==> src/hw/rtl/assert_macros.svh <==
// Assertion macros used by the mark table RTL
`ifndef ASSERT_MACROS_SVH
`define ASSERT_MACROS_SVH

// Implication checked at every rising clock edge outside reset
`define NPMT_ASSERT_IMPLIES(lbl, ante, cons) \
   lbl: assert property (@(posedge clock) disable iff (reset) (ante) |-> (cons)) \
      else $error("npmt implication check failed");

// Condition that must hold at every rising clock edge outside reset
`define NPMT_ASSERT_ALWAYS(lbl, cond) \
   lbl: assert property (@(posedge clock) disable iff (reset) (cond)) \
      else $error("npmt invariant check failed");

`endif

==> src/hw/rtl/npmt_pkg.sv <==
// Types, constants and helpers for the named position mark table
package npmt_pkg;

   localparam int OP_WIDTH   = 3;
   localparam int NAME_WIDTH = 8;
   localparam int LINE_WIDTH = 32;
   localparam int COL_WIDTH  = 16;
   localparam int IDX_WIDTH  = 6;

   localparam logic [NAME_WIDTH-1:0] NAME_QUOTE     = 8'd39;
   localparam logic [NAME_WIDTH-1:0] NAME_BACKQUOTE = 8'd96;

   typedef enum logic [OP_WIDTH-1:0] {
      OP_SET_MARK   = 3'd0,
      OP_SET_PREV   = 3'd1,
      OP_GET        = 3'd2,
      OP_CLEAR_ALL  = 3'd3,
      OP_CLEAR_LINE = 3'd4
   } op_type;

   // token walking the cell row
   typedef struct packed {
      logic                  valid;
      op_type                op;
      logic [NAME_WIDTH-1:0] name;
      logic [LINE_WIDTH-1:0] line;
      logic [COL_WIDTH-1:0]  col;
      logic                  found;
      logic [LINE_WIDTH-1:0] hit_line;
      logic [COL_WIDTH-1:0]  hit_col;
      logic                  free_found;
      logic [IDX_WIDTH-1:0]  free_idx;
   } token_type;

   // write of a new letter into the lowest free cell
   typedef struct packed {
      logic                  en;
      logic [IDX_WIDTH-1:0]  idx;
      logic [NAME_WIDTH-1:0] name;
      logic [LINE_WIDTH-1:0] line;
      logic [COL_WIDTH-1:0]  col;
   } commit_type;

   typedef struct packed {
      logic                  success;
      logic [LINE_WIDTH-1:0] mark_line;
      logic [COL_WIDTH-1:0]  mark_column;
   } result_type;

   function automatic logic is_letter(input logic [NAME_WIDTH-1:0] c);
      logic upper;
      logic lower;
      upper = (c >= 8'd65) && (c <= 8'd90);
      lower = (c >= 8'd97) && (c <= 8'd122);
      return upper || lower;
   endfunction

endpackage

==> src/hw/rtl/npmt_if.sv <==
// Request and response channel interfaces of the mark table
interface npmt_req_if;
   logic                             valid;
   logic                             ready;
   logic [npmt_pkg::OP_WIDTH-1:0]    operation;
   logic [npmt_pkg::NAME_WIDTH-1:0]  mark_name;
   logic [npmt_pkg::LINE_WIDTH-1:0]  line_ref;
   logic [npmt_pkg::COL_WIDTH-1:0]   column;

   modport source (output valid, operation, mark_name, line_ref, column, input ready);
   modport sink   (input valid, operation, mark_name, line_ref, column, output ready);
endinterface

interface npmt_rsp_if;
   logic                             valid;
   logic                             ready;
   logic                             success;
   logic [npmt_pkg::LINE_WIDTH-1:0]  mark_line;
   logic [npmt_pkg::COL_WIDTH-1:0]   mark_column;

   modport source (output valid, success, mark_line, mark_column, input ready);
   modport sink   (input valid, success, mark_line, mark_column, output ready);
endinterface

==> src/hw/rtl/npmt_cell.sv <==
// One mark slot of the table, acting on the token as it passes
module npmt_cell (
   input  logic                             clock,
   input  logic                             reset,
   input  logic [npmt_pkg::IDX_WIDTH-1:0]   cell_index,
   input  npmt_pkg::token_type              up_tok,
   input  npmt_pkg::commit_type             commit,
   output npmt_pkg::token_type              down_tok
);

   logic                              used_ff, used_in;
   logic [npmt_pkg::NAME_WIDTH-1:0]   letter_ff, letter_in;
   logic [npmt_pkg::LINE_WIDTH-1:0]   line_ff, line_in;
   logic [npmt_pkg::COL_WIDTH-1:0]    col_ff, col_in;
   npmt_pkg::token_type               tok_ff, tok_in;
   logic                              hit;

   always_comb begin
      hit       = used_ff && (letter_ff == up_tok.name);
      used_in   = used_ff;
      letter_in = letter_ff;
      line_in   = line_ff;
      col_in    = col_ff;
      tok_in    = up_tok;
      if (commit.en && (commit.idx == cell_index)) begin
         used_in   = 1'b1;
         letter_in = commit.name;
         line_in   = commit.line;
         col_in    = commit.col;
      end
      if (up_tok.valid) begin
         case (up_tok.op)
            npmt_pkg::OP_SET_MARK: begin
               if (npmt_pkg::is_letter(up_tok.name)) begin
                  if (hit) begin
                     line_in      = up_tok.line;
                     col_in       = up_tok.col;
                     tok_in.found = 1'b1;
                  end
                  if (!used_ff && !up_tok.free_found) begin
                     tok_in.free_found = 1'b1;
                     tok_in.free_idx   = cell_index;
                  end
               end
            end
            npmt_pkg::OP_GET: begin
               if (hit) begin
                  tok_in.found    = 1'b1;
                  tok_in.hit_line = line_ff;
                  tok_in.hit_col  = col_ff;
               end
            end
            npmt_pkg::OP_CLEAR_ALL: begin
               used_in = 1'b0;
            end
            npmt_pkg::OP_CLEAR_LINE: begin
               if (used_ff && (line_ff == up_tok.line)) begin
                  used_in = 1'b0;
               end
            end
            default: begin
            end
         endcase
      end
   end

   always_ff @(posedge clock) begin
      letter_ff <= letter_in;
      line_ff   <= line_in;
      col_ff    <= col_in;
      if (reset) begin
         used_ff <= 1'b0;
         tok_ff  <= '0;
      end else begin
         used_ff <= used_in;
         tok_ff  <= tok_in;
      end
   end

   assign down_tok = tok_ff;

endmodule

==> src/hw/rtl/named_position_mark_table.sv <==
// A request's token walks the cell row one cell a cycle, then the finishing step
//   settles the new-slot write and previous mark and registers the response.
// No new request is taken while a token is in the cell row (busy).
// A response waiting on the output does not stop the next request; a second one waits.
// Reset (synchronous): frees all slots and the previous mark, drops in-flight work
//   and pending responses; no clearing pass.
module named_position_mark_table #(
   parameter int NUM_SLOTS = 10
) (
   input  logic             clock,
   input  logic             reset,
   npmt_req_if.sink         req_chan,
   npmt_rsp_if.source       rsp_chan
);

   `include "assert_macros.svh"

   npmt_pkg::token_type                link [NUM_SLOTS+1];
   npmt_pkg::token_type                last;
   npmt_pkg::commit_type               commit;
   npmt_pkg::result_type               res;
   npmt_pkg::result_type               rsp_ff, rsp_in;
   npmt_pkg::result_type               hold_ff, hold_in;
   logic                               rsp_valid_ff, rsp_valid_in;
   logic                               hold_valid_ff, hold_valid_in;
   logic                               busy_ff, busy_in;
   logic [npmt_pkg::LINE_WIDTH-1:0]    prev_line_ff, prev_line_in;
   logic [npmt_pkg::COL_WIDTH-1:0]     prev_col_ff, prev_col_in;
   logic                               prev_valid_ff, prev_valid_in;
   logic                               accept;
   logic                               rsp_take;
   logic [NUM_SLOTS-1:0]               tok_valid;

   assign req_chan.ready = !busy_ff && !hold_valid_ff;
   assign accept         = req_chan.valid && req_chan.ready;
   assign rsp_take       = rsp_valid_ff && rsp_chan.ready;

   always_comb begin
      link[0]            = '0;
      link[0].valid      = accept;
      link[0].op         = npmt_pkg::op_type'(req_chan.operation);
      link[0].name       = req_chan.mark_name;
      link[0].line       = req_chan.line_ref;
      link[0].col        = req_chan.column;
   end

   for (genvar i = 0; i < NUM_SLOTS; i++) begin : g_cell
      npmt_cell u_cell (
         .clock      (clock),
         .reset      (reset),
         .cell_index (npmt_pkg::IDX_WIDTH'(i)),
         .up_tok     (link[i]),
         .commit     (commit),
         .down_tok   (link[i+1])
      );
      assign tok_valid[i] = link[i+1].valid;
   end

   assign last = link[NUM_SLOTS];

   // finishing step: new-slot write, previous mark, result
   always_comb begin
      commit        = '0;
      res           = '0;
      prev_line_in  = prev_line_ff;
      prev_col_in   = prev_col_ff;
      prev_valid_in = prev_valid_ff;
      commit.name   = last.name;
      commit.line   = last.line;
      commit.col    = last.col;
      commit.idx    = last.free_idx;
      if (last.valid) begin
         case (last.op)
            npmt_pkg::OP_SET_MARK: begin
               if (npmt_pkg::is_letter(last.name)) begin
                  if (last.found) begin
                     res.success = 1'b1;
                  end else if (last.free_found) begin
                     res.success = 1'b1;
                     commit.en   = 1'b1;
                  end
               end
            end
            npmt_pkg::OP_SET_PREV: begin
               prev_line_in  = last.line;
               prev_col_in   = last.col;
               prev_valid_in = 1'b1;
               res.success   = 1'b1;
            end
            npmt_pkg::OP_GET: begin
               if ((last.name == npmt_pkg::NAME_QUOTE) ||
                   (last.name == npmt_pkg::NAME_BACKQUOTE)) begin
                  if (prev_valid_ff) begin
                     res.success     = 1'b1;
                     res.mark_line   = prev_line_ff;
                     res.mark_column = prev_col_ff;
                  end
               end else if (last.found) begin
                  res.success     = 1'b1;
                  res.mark_line   = last.hit_line;
                  res.mark_column = last.hit_col;
               end
            end
            npmt_pkg::OP_CLEAR_ALL: begin
               prev_valid_in = 1'b0;
            end
            npmt_pkg::OP_CLEAR_LINE: begin
               if (prev_valid_ff && (prev_line_ff == last.line)) begin
                  prev_valid_in = 1'b0;
               end
            end
            default: begin
            end
         endcase
      end
   end

   // output register plus one skid entry
   always_comb begin
      rsp_in        = rsp_ff;
      hold_in       = hold_ff;
      rsp_valid_in  = rsp_valid_ff;
      hold_valid_in = hold_valid_ff;
      if (last.valid) begin
         if (!rsp_valid_ff || rsp_take) begin
            rsp_in       = res;
            rsp_valid_in = 1'b1;
         end else begin
            hold_in       = res;
            hold_valid_in = 1'b1;
         end
      end else if (rsp_take) begin
         if (hold_valid_ff) begin
            rsp_in        = hold_ff;
            hold_valid_in = 1'b0;
         end else begin
            rsp_valid_in = 1'b0;
         end
      end
      busy_in = busy_ff;
      if (accept) begin
         busy_in = 1'b1;
      end else if (last.valid) begin
         busy_in = 1'b0;
      end
   end

   always_ff @(posedge clock) begin
      rsp_ff       <= rsp_in;
      hold_ff      <= hold_in;
      prev_line_ff <= prev_line_in;
      prev_col_ff  <= prev_col_in;
      if (reset) begin
         rsp_valid_ff  <= 1'b0;
         hold_valid_ff <= 1'b0;
         busy_ff       <= 1'b0;
         prev_valid_ff <= 1'b0;
      end else begin
         rsp_valid_ff  <= rsp_valid_in;
         hold_valid_ff <= hold_valid_in;
         busy_ff       <= busy_in;
         prev_valid_ff <= prev_valid_in;
      end
   end

   assign rsp_chan.valid       = rsp_valid_ff;
   assign rsp_chan.success     = rsp_ff.success;
   assign rsp_chan.mark_line   = rsp_ff.mark_line;
   assign rsp_chan.mark_column = rsp_ff.mark_column;

   `NPMT_ASSERT_ALWAYS(a_one_token, $onehot0(tok_valid))
   `NPMT_ASSERT_IMPLIES(a_token_busy, |tok_valid, busy_ff)
   `NPMT_ASSERT_IMPLIES(a_skid_order, hold_valid_ff, rsp_valid_ff)
   `NPMT_ASSERT_IMPLIES(a_commit_new, commit.en, last.op == npmt_pkg::OP_SET_MARK && !last.found)
   `NPMT_ASSERT_IMPLIES(a_busy_done, last.valid, ##1 !busy_ff)

endmodule
==> src/flat_wrapper.sv <==
// flat-port wrapper written by rule: the top's interface ports become plain ports
module named_position_mark_table_flat 
#(
   parameter int NUM_SLOTS = 10
)
  (clock, reset, req_chan_valid, req_chan_operation, req_chan_mark_name, req_chan_line_ref, req_chan_column, req_chan_ready, rsp_chan_valid, rsp_chan_success, rsp_chan_mark_line, rsp_chan_mark_column, rsp_chan_ready);
  npmt_req_if req_chan_i ();
  npmt_rsp_if rsp_chan_i ();
  input  logic clock;
  input  logic reset;
  input wire logic [$bits(req_chan_i.valid)-1:0] req_chan_valid;
  input wire logic [$bits(req_chan_i.operation)-1:0] req_chan_operation;
  input wire logic [$bits(req_chan_i.mark_name)-1:0] req_chan_mark_name;
  input wire logic [$bits(req_chan_i.line_ref)-1:0] req_chan_line_ref;
  input wire logic [$bits(req_chan_i.column)-1:0] req_chan_column;
  output wire logic [$bits(req_chan_i.ready)-1:0] req_chan_ready;
  output wire logic [$bits(rsp_chan_i.valid)-1:0] rsp_chan_valid;
  output wire logic [$bits(rsp_chan_i.success)-1:0] rsp_chan_success;
  output wire logic [$bits(rsp_chan_i.mark_line)-1:0] rsp_chan_mark_line;
  output wire logic [$bits(rsp_chan_i.mark_column)-1:0] rsp_chan_mark_column;
  input wire logic [$bits(rsp_chan_i.ready)-1:0] rsp_chan_ready;
  assign req_chan_i.valid = req_chan_valid;
  assign req_chan_i.operation = req_chan_operation;
  assign req_chan_i.mark_name = req_chan_mark_name;
  assign req_chan_i.line_ref = req_chan_line_ref;
  assign req_chan_i.column = req_chan_column;
  assign req_chan_ready = req_chan_i.ready;
  assign rsp_chan_valid = rsp_chan_i.valid;
  assign rsp_chan_success = rsp_chan_i.success;
  assign rsp_chan_mark_line = rsp_chan_i.mark_line;
  assign rsp_chan_mark_column = rsp_chan_i.mark_column;
  assign rsp_chan_i.ready = rsp_chan_ready;
  named_position_mark_table #(.NUM_SLOTS(NUM_SLOTS)) u_core (.clock(clock), .reset(reset), .req_chan(req_chan_i), .rsp_chan(rsp_chan_i));
endmodule
==> config.mk <==
export PLATFORM = sky130hd
export DESIGN_NAME = named_position_mark_table_flat
export DESIGN_NICKNAME = d
export VERILOG_FILES = /design/src/hw/rtl/npmt_pkg.sv /design/src/hw/rtl/npmt_if.sv /design/src/hw/rtl/npmt_cell.sv /design/src/hw/rtl/named_position_mark_table.sv /design/src/flat_wrapper.sv
export VERILOG_INCLUDE_DIRS = /design/src /design/src/hw/rtl
export SDC_FILE = /design/constraint.sdc
export NUM_CORES = 2
export LEC_CHECK = 0
export BUFFER_PORTS_ARGS = -buffer_cell sky130_fd_sc_hd__buf_4
export CORE_UTILIZATION = 54
export CTS_CLUSTER_DIAMETER = 150
export DETAILED_ROUTE_END_ITERATION = 8
export HOLD_SLACK_MARGIN = 0.03
export PLACE_DENSITY_LB_ADDON = 0.2
export SLEW_MARGIN = 20
export SYNTH_ARGS = -nofsm -noshare
export SYNTH_HDL_FRONTEND = slang
export SYNTH_SLANG_ARGS = --single-unit
==> constraint.sdc <==
create_clock -name clock -period 3.3 [get_ports clock]
set_clock_uncertainty 0.05 [all_clocks]
set_input_delay 0.33 -clock clock [delete_from_list [all_inputs] [get_ports clock]]
set_output_delay 0.33 -clock clock [all_outputs]
set_load 0.02 [all_outputs]
==> metrics <==
outcome finished clean; Post-CTS Resized 0; Cells on Worst Hold Path 3; kind of capture point of the worst setup path flop; most instantiated library cell after synthesis dfxtp_1; cell leakage power 30.69 nW; non-filler cells in the finished layout 8317; starting utilization of the core area 0.5449; full die area 128300 µm²; highest achievable clock rate 326.3 MHz; placer's final routability congestion estimate 0.8636; Critical R2R Capture u_core.g_cell[8].u_cell.col_ff[11]; critical setup path kind flop to flop; warning count from the yosys run 0; top cells by instance count after synthesis dfxtp_1, nand2_1, a21oi_1; count of endpoints failing setup in the final report 0; part of the cycle the worst path needs 0.9287; Iteration-0 DRC Markers 3203; vias per std cell 5.174; horizontal extent of the die 358.2 µm; max_cap viols 0; pin count of the biggest net entering global routing 167; IR Drop Worst-Case VDD 0.5898 mV; required time worst endpoint 3.94 ns; H-Tree Level Count 4; clock network latency to the later pin of the worst-skew pair 0.80 ns; RSZ-0062 raised after global routing no; nature of the critical path startpoint flop; Pre-antenna DRT Iters 6; WL final 155.4 mm; proportion of netlist area held by the largest area contributor 0.4731; initial antenna violation count 0; post-detailed-placement cell area 70870 µm²; I/O Buffers 113; Place WS 0.2562 ns; final standard cell area without fillers 77800 µm²; Die Ht 358.2 µm; Worst-path clk slew 0.06 ns; largest area contributor in the netlist dfxtp_1; crit-path max FO 30; Final Hold Viols 0; number of sinks driven by the clock tree 1845; setup slack of the worst register-to-register path 0.24 ns; Root Buffer clkbuf_16; sequential-to-total area share from yosys stat 0.5721; worst slew pin tran 1.079 ns; nets@finish 6574; cell area after technology mapping 68510 µm²; total power draw 44.57 mW; wire length per cell 18.69 µm; layout cells sized above 1 0.1378; Worst setup startpoint u_core.g_cell[9].u_cell.down_tok[106]; row count 130; vias in the first global route 42210; largest cells by area after synthesis dfxtp_1, edfxtp_1, mux2_2; Period minus WS final 3.065 ns; wire length of the first global-routing pass 244.5 mm; data arrival at the endpoint of the critical path 3.70 ns; Max Root-Sink Buffers 3; count of cell types in the netlist 58; number of cells on the worst reg-to-reg path 6; Synth async-reset ratio 0; Crit Reg-Reg Startpoint u_core.g_cell[9].u_cell.down_tok[106]; cts bufs inserted 181; overall global routing resource usage 0.2416; final count of pins violating max slew 0; sum of negative setup slack 0 ns; max-slew headroom at the worst pin 0.2783; pwr/cell area 572.8 nW/µm²; via count 43030; ANT nets after route 0; DP Cell Count 7904; primary flip-flop cell chosen by synthesis mapping dfxtp_1; flop and latch count out of synthesis 1845; EDFF count, synth 226; Hold Crit Start req_chan_column[11]; HP Class primary input to flop; end point of the worst hold path u_core.g_cell[0].u_cell.down_tok[67]; number of nets produced by synthesis 6522; average footprint of a synthesized cell 10.61 µm²; Worst Setup Slack, final 0.2353 ns; synthesized instance count 6459; num ports 114; Core Region 125700 µm²; synth-to-layout area growth 13.56%; total DRC errors in the routed layout 0; clock tree from TritonCTS yes; detailed placement HPWL 109.0 mm; total of fill cells in the finished design 10350; sum of overflow across all layers after global routing 0
==> power breakdown <==
| part | internal [mW] | switching (mW) | total, mW |
|---|---|---|---|
| logic | 0.288 | 0.412 | 0.699 |
| registers | 22.8 | 0.109 | 22.9 |
| clock network | 12.5 | 8.50 | 21.0 |
==> routing by layer <==
layer / track usage / wire, µm
met5: 0 / 0
met4: 0.09226 / 5255
met3: 0.03218 / 6182
met2: 0.3592 / 66400
met1: 0.3563 / 77580
==> worst max path at each step <==
stage                                               endpoint  slack [ns]  depth (start not counted)
after floorplan                        u_core.prev_col_ff[0]        0.03                          3
after global placement    u_core.g_cell[8].u_cell.col_ff[14]        0.27                          6
after detailed placement  u_core.g_cell[8].u_cell.col_ff[12]        0.26                          6
after CTS                 u_core.g_cell[8].u_cell.col_ff[11]        0.24                          6
after global routing      u_core.g_cell[8].u_cell.col_ff[14]        0.08                          6
final                     u_core.g_cell[8].u_cell.col_ff[11]        0.24                          6
==> registers in the layout, summed over array words and instances, names as in the netlist <==
signal / flops
u_core.busy_ff: 1
u_core.rsp_chan.valid: 1
u_core.hold_valid_ff: 1
u_core.prev_valid_ff: 1
u_core.hold_ff: 49
u_core.prev_col_ff: 16
u_core.g_cell.u_cell.line_ff: 320
u_core.g_cell.u_cell.col_ff: 160
u_core.rsp_chan.mark_line: 32
u_core.prev_line_ff: 32
u_core.g_cell.u_cell.letter_ff: 80
u_core.g_cell.u_cell.down_tok: 1125
u_core.rsp_chan.mark_column: 16
u_core.g_cell.u_cell.used_ff: 10
u_core.rsp_chan.success: 1
==> repair_timing <==
action | CTS | global route
endpoints found under the hold margin | 174 | 0
hold buffers | 74 | 0
buffers inserted | 0 | 0
==> per-stage QoR <==
step	utilization	hold WS [ns]
after floorplan	-	0.3416
after global placement	0.5635	0.3624
after detailed placement	0.5636	0.3668
after CTS	0.6186	0.1915
after global routing	0.6187	0.2295
final	0.6188	0.2471
==> worst max-delay path: stages (launching register included) <==
cell and delay, ns:
dfxtp_1 0.68, nor4_1 0.16, o2bb2ai_2 0.22, nor3_4 0.90
buf_12 0.29, mux2_2 0.36, mux2_2 0.26
==> final cells by class <==
type                            count  area [µm²]  share of cell area
Multi-Input combinational cell   4130       27430              0.3525
Timing Repair Buffer              289        2688             0.03454
Tap cell                         1650        2064             0.02654
Antenna cell                        3       7.507          0.00009649
Clock inverter                     81       900.9             0.01158
Clock buffer                      255        5276             0.06782
Sequential cell                  1845       39200              0.5038
Inverter                           64       240.2            0.003088
==> cells by family (layout without fill, tap and decap cells) <==
kind of cell              Yosys count  in the layout  share of synthesized area
and+or+nand+nor                  2125           2125                     0.1549
other                               0              3                          0
DFF                              1845           1845                     0.5721
buffers and inverters             484            689                    0.02949
muxes                             816            816                     0.1280
xor gates and xnor gates          429            429                    0.05484
AOI/OAI and AO/OA                 760            760                    0.06069
==> cells in the final DEF, fill, tap and decap left out, drive strengths merged, types with 4 or more instances in the layout <==
cell / instances
clkinv: 52
mux2i: 336
clkinvlp: 4
nor2: 435
o22ai: 50
nand2: 724
or2: 4
nor3b: 12
nand3: 32
o21bai: 4
dlygate4sd3: 74
a31oi: 8
nor4b: 5
a21oi: 605
nand2b: 6
dfxtp: 1619
and2: 55
nor2b: 604
clkbuf: 255
xor2: 260
o211ai: 9
nor3: 29
nor4: 111
nand3b: 6
o21ba: 16
mux2: 480
and4b: 5
a22oi: 49
bufinv: 17
or3b: 4
or4: 28
xnor2: 169
buf: 215
edfxtp: 226
inv: 72
nand4: 53
o21ai: 9
Note: power is estimated with default switching activity, not from simulation.
